### src/sv/assert_macros.svh
// assertion macros used by the strict priority multi fifo rtl
// no dependencies; define ASSERT_OFF to drop all checks
`ifndef ASSERT_MACROS_SVH
`define ASSERT_MACROS_SVH

`ifndef ASSERT_OFF

// antecedent implies consequent in the same cycle
`define ASSERT_IMPLIES(lbl, clk, rst_n, ante, cons, msg) \
    lbl: assert property (@(posedge clk) disable iff (!rst_n) (ante) |-> (cons)) \
        else $error(msg);

// condition never holds
`define ASSERT_NEVER(lbl, clk, rst_n, cond, msg) \
    lbl: assert property (@(posedge clk) disable iff (!rst_n) !(cond)) \
        else $error(msg);

`else

`define ASSERT_IMPLIES(lbl, clk, rst_n, ante, cons, msg)
`define ASSERT_NEVER(lbl, clk, rst_n, cond, msg)

`endif

`endif

### src/sv/spf_ram.sv
// generic simple dual port ram, one write and one registered read port
// no dependencies
module spf_ram #(
    parameter int WIDTH = 32,
    parameter int DEPTH = 128
) (
    input  logic                     clk,
    input  logic                     wr_en,
    input  logic [$clog2(DEPTH)-1:0] wr_addr,
    input  logic [WIDTH-1:0]         wr_data,
    input  logic                     rd_en,
    input  logic [$clog2(DEPTH)-1:0] rd_addr,
    output logic [WIDTH-1:0]         rd_data
);

    logic [WIDTH-1:0] mem_reg [DEPTH];
    logic [WIDTH-1:0] rd_data_reg;

    always_ff @(posedge clk)
    begin
        if (wr_en)
        begin
            mem_reg[wr_addr] <= wr_data;
        end
        if (rd_en)
        begin
            rd_data_reg <= mem_reg[rd_addr];
        end
    end

    assign rd_data = rd_data_reg;

endmodule

### config.mk
export PLATFORM = sky130hd
export DESIGN_NAME = spf_ram
export DESIGN_NICKNAME = d
export VERILOG_FILES = /design/src/sv/assert_macros.svh /design/src/sv/spf_ram.sv
export SDC_FILE = /design/constraint.sdc
export NUM_CORES = 2
export LEC_CHECK = 0
export BUFFER_PORTS_ARGS = -buffer_cell sky130_fd_sc_hd__buf_2
export CAP_MARGIN = 0
export CELL_PAD_IN_SITES_DETAIL_PLACEMENT = 0
export CELL_PAD_IN_SITES_GLOBAL_PLACEMENT = 1
export CORE_MARGIN = 5
export CORE_UTILIZATION = 57
export CTS_CLUSTER_SIZE = 30
export DETAILED_ROUTE_END_ITERATION = 6
export PLACE_DENSITY_LB_ADDON = 0.1
export SLEW_MARGIN = 20
export SYNTH_ARGS = -nofsm -noshare
export SYNTH_HDL_FRONTEND = slang
export SYNTH_SLANG_ARGS = --single-unit
### constraint.sdc
create_clock -name clk -period 3.99 [get_ports clk]
set_input_delay 0.399 -clock clk [delete_from_list [all_inputs] [get_ports clk]]
set_output_delay 0.399 -clock clk [all_outputs]
set_load 0.02 [all_outputs]
After elaboration in Yosys (flattened, before gate mapping). Memory sizes are Yosys's and may differ from the RTL's. A register that Yosys moved wholly into a read port is not among the register bits. Index checks and enable logic that the tools add are counted.

Bits in registers: 0. RAM bits: 4096. Input port bits: 49. Output and inout port bits: 32. Logic and storage cells: 3. Memories kept: 1.

Muxes and demuxes: 2.

Memories: mem_reg (words 128, width 32, rd ports 1, clocked after Yosys merged registers in 1, write ports 1, line spf_ram.sv:16) `logic [WIDTH-1:0] mem_reg [DEPTH];`.

Operator list (number): $mux 1 (2).

Depth between registers and ports, before layout.
Word-level depth: 2. Mapped depth: 8. Gate-level depth less buffers: 4.

Least setup slack after synthesis. No wires, ideal clock.

Path type: input to register. Start point: input port wr_en. End point: memory mem_reg[98][0] (enable). Setup time: 461 ps. Data arrival time: 3177 ps. Data required time: 3529 ps. Path slack: 352 ps. Stages on the path: 3. Path buffers: 1. Path through: clkbuf_1 nand4_1 nor3_1.

Cells in the longest elaborated chain, start to end: 2.

Ends and longest elaborated chain: from (decl) (line spf_ram.sv:8) `input logic wr_en,`; $mux 1 (line spf_ram.sv:21) `if (wr_en)`; $mux 1 (implied by the code) (line spf_ram.sv:23) `mem_reg[wr_addr] <= wr_data;`; to (decl) (line spf_ram.sv:16).

No other way between the ends.

==> run summary <==
status: finished clean
final hold violation count: 0
clk slew on worst S/H paths: 60 ps
r2r worst-path depth: 4
count leader, synth: edfxtp_1
P_leak: 55.3 nW
drt first pass iters: 5
worst path cell trace: buf_12 > buf_12 > buf_12 > mux4_2 > mux4_2 > mux4_2 > mux2_2
Hold Startpoint: wr_data[24]
total CTS buffers: 411
pwr/cell area: 505 nW/um^2
antenna-violating nets left: 0
synthesized instance count: 5,990
final-report setup violation count: 0
Post-Syn Nets: 6,039
Via Count: 71,900
pin count of the biggest net entering global routing: 104
Tcrit/Tclk final: 73.0%
total track usage: 29.4%
maximum ir drop on the vdd rail: 429 uV
CP startpoint kind: input pin
r2r startpoint: mem_reg[109][14]
area fraction of the dominant cell type after synthesis: 79.2%
Sw Pwr: 0.0191 W
initial antenna violation count: 69
number of port buffers: 80
Mapped Area: 157,000 sq um
global-route wire length before repair: 578 mm
initial core utilization: 57.2%
clk_skew: 48.1 ps
die height: 534 um
EDFF count, synth: 4,128
area leader, netlist: edfxtp_1
largest stage delay on the critical path: 650 ps
Slew headroom: 22.0%
total setup buffers inserted after CTS: 0
area of the multi-input gates: 32,300 sq um
Layout fillers: 17,100
CTS hold repair buffers: 11
Longest Clk Path Bufs: 4
vias per inst: 6.81
Placement Setup Slack: 91.0 ps
Hold WS: 4.31 ps
r2r endpoint: rd_data[14]
Util after Layout: 65.5%
max-cap violations: 0
Setup CP Type: in2reg
clock power share: 41.5%
setup slack, reg-to-reg: 1170 ps
# resized after CTS: 0
Area growth syn-to-layout: 14.4%
Synth top cells by count: 4,128 x edfxtp_1, 1,344 x mux4_2, 182 x clkbuf_1, 122 x nor2_1, 79 x buf_2
Most used DFF post-synth: edfxtp_1
worst hold path type: in2reg
H-Tree Depth: 5
Worst Hold End: mem_reg[116][24]
setup TNS: 0 ps
DRT iter0 DRCs: 10,500
sequential cell area: 124,000 sq um
WP data arrival: 3600 ps
Critical Path RT: 4680 ps
maximum clock frequency: 343 MHz
DRC viols: 0
synth warn: 0
Net Sw Frac: 21.1%
Crit-path slowest cell: mux4_2
GRT Residual Overflow: 0
site row count: 192
critical path endpoint category: register
async set-reset flop share out of synthesis: 0%
share of layout cells above drive strength 1: 37.1%
post-synthesis sequential area ratio: 79.2%
hold depth: 1
Worst-Skew Late Latency: 940 ps
unrepaired setup endpoints after global routing: no
number of synthesized register bits: 4,128
Internal: 0.0713 W
core area: 274,000 sq um
number of max-slew violations in the final report: 0
vias in the first global route: 71,700
Detailed Place HPWL: 239 mm
CTS Sinks: 4,128
CTS tree: built
crit-path max FO: 43
min Tclk post-route: 2910 ps
clk root buf: clkbuf_16
Worst-Margin Slew: 1170 ps
routed len/inst: 39.2 um
area of the die: 285,000 sq um
sequential share of power: 53.2%
Die Wd: 534 um
dominant cells by area after synthesis: edfxtp_1 79%, mux4_2 19%, clkbuf_1 0.44%, nor2_1 0.29%, buf_2 0.25%
io pins: 81
final setup margin: 1080 ps
combinational group share of total power: 5.4%
max reg flops: 4,096
fin nets: 6,644
routed wire length: 414 mm
syn_area_per_cell: 26.1 sq um
gp weighted congestion: 0.830
Yosys cell types: 16
## power by group through the flow
| stage | logic (W) | clock network [W] | registers, W |
|---|---|---|---|
| 4_1_cts | 0.00484 | 0.0380 | 0.0481 |
| 2_1_floorplan | 0.00231 | 0 | 0.0489 |
| 3_5_place_dp | 0.00482 | 0 | 0.0490 |
| 3_3_place_gp | 0.00476 | 0 | 0.0490 |
| 5_1_grt | 0.00506 | 0.0400 | 0.0481 |
| 6_report | 0.00484 | 0.0375 | 0.0481 |
## logic make-up after synthesis
kind of cell,share of synthesized area (%)
buffers and inverters,0.837
flip-flops,79.2
multiplexers,19.6
AND/OR/NAND/NOR,0.445
## metal layers
layer | vias up | wire [um] | track usage, %
met5 | - | 141 | 0
met4 | 22 | 13500 | 8.86
met2 | 3999 | 194000 | 44.4
met3 | 567 | 46800 | 7.60
li1 | 27700 | - | -
met1 | 39600 | 160000 | 43.3
## stage by stage
stage	cells	instance area [sq um]	total power (W)
2_1_floorplan	5990	157000	0.0513
3_3_place_gp	9756	166000	0.0538
3_5_place_dp	9756	166000	0.0538
4_1_cts	10500	179000	0.0910
5_1_grt	10600	179000	0.0931
6_report	10600	179000	0.0904
## worst max path at each step
| stage | from | cells past startpoint | slack [ps] | end |
|---|---|---|---|---|
| after floorplan | wr_en | 3 | 350 | mem_reg[98][0] |
| after global placement | rd_addr[0] | 7 | 100 | rd_data[27] |
| after detailed placement | rd_addr[0] | 7 | 90 | rd_data[27] |
| after CTS | rd_addr[0] | 7 | 1100 | rd_data[27] |
| after global routing | rd_addr[0] | 7 | 1000 | rd_data[27] |
| final | rd_addr[0] | 7 | 1080 | rd_data[27] |
## final cells by class
type / count / area share (%)
Clock inverter: 248 / 1.21
Multi-Input combinational cell: 1546 / 18.0
Clock buffer: 510 / 6.06
Tap cell: 3589 / 2.51
Timing Repair Buffer: 508 / 2.95
Sequential cell: 4128 / 69.2
Antenna cell: 40 / 0.0559
## layout by cell type, fill, tap and decap left out
master         netlist  layout
buf_12               0     117
buf_16               0       2
buf_2               79      41
buf_4                3     326
buf_6                2       6
buf_8                0       3
bufinv_16            0      35
clkbuf_1           182      90
clkbuf_16            0     420
clkinv_1             0     101
clkinv_2             0      87
clkinv_4             0       2
clkinv_8             0       7
clkinvlp_4           0       4
diode_2              0      40
dlygate4sd3_1        0      13
edfxtp_1          4128    4128
inv_16               0       3
inv_6                0       9
mux2_2              32      32
mux4_2            1344    1344
nand2_1             14      11
nand2_2              0       3
nand2b_1             2       2
nand3_1             12       8
nand3_2              0       4
nand4_1              3       3
nor2_1             122       3
nor2_4               0     119
nor2b_1              7       7
nor3_2               0       9
or3_1                1       1
## worst max-delay path: cells and delay by family
kind | cells | cell delay, ps
buffers and inverters | 3 | 820
muxes | 4 | 2160
No activity file was read; power rests on OpenSTA's default activity.
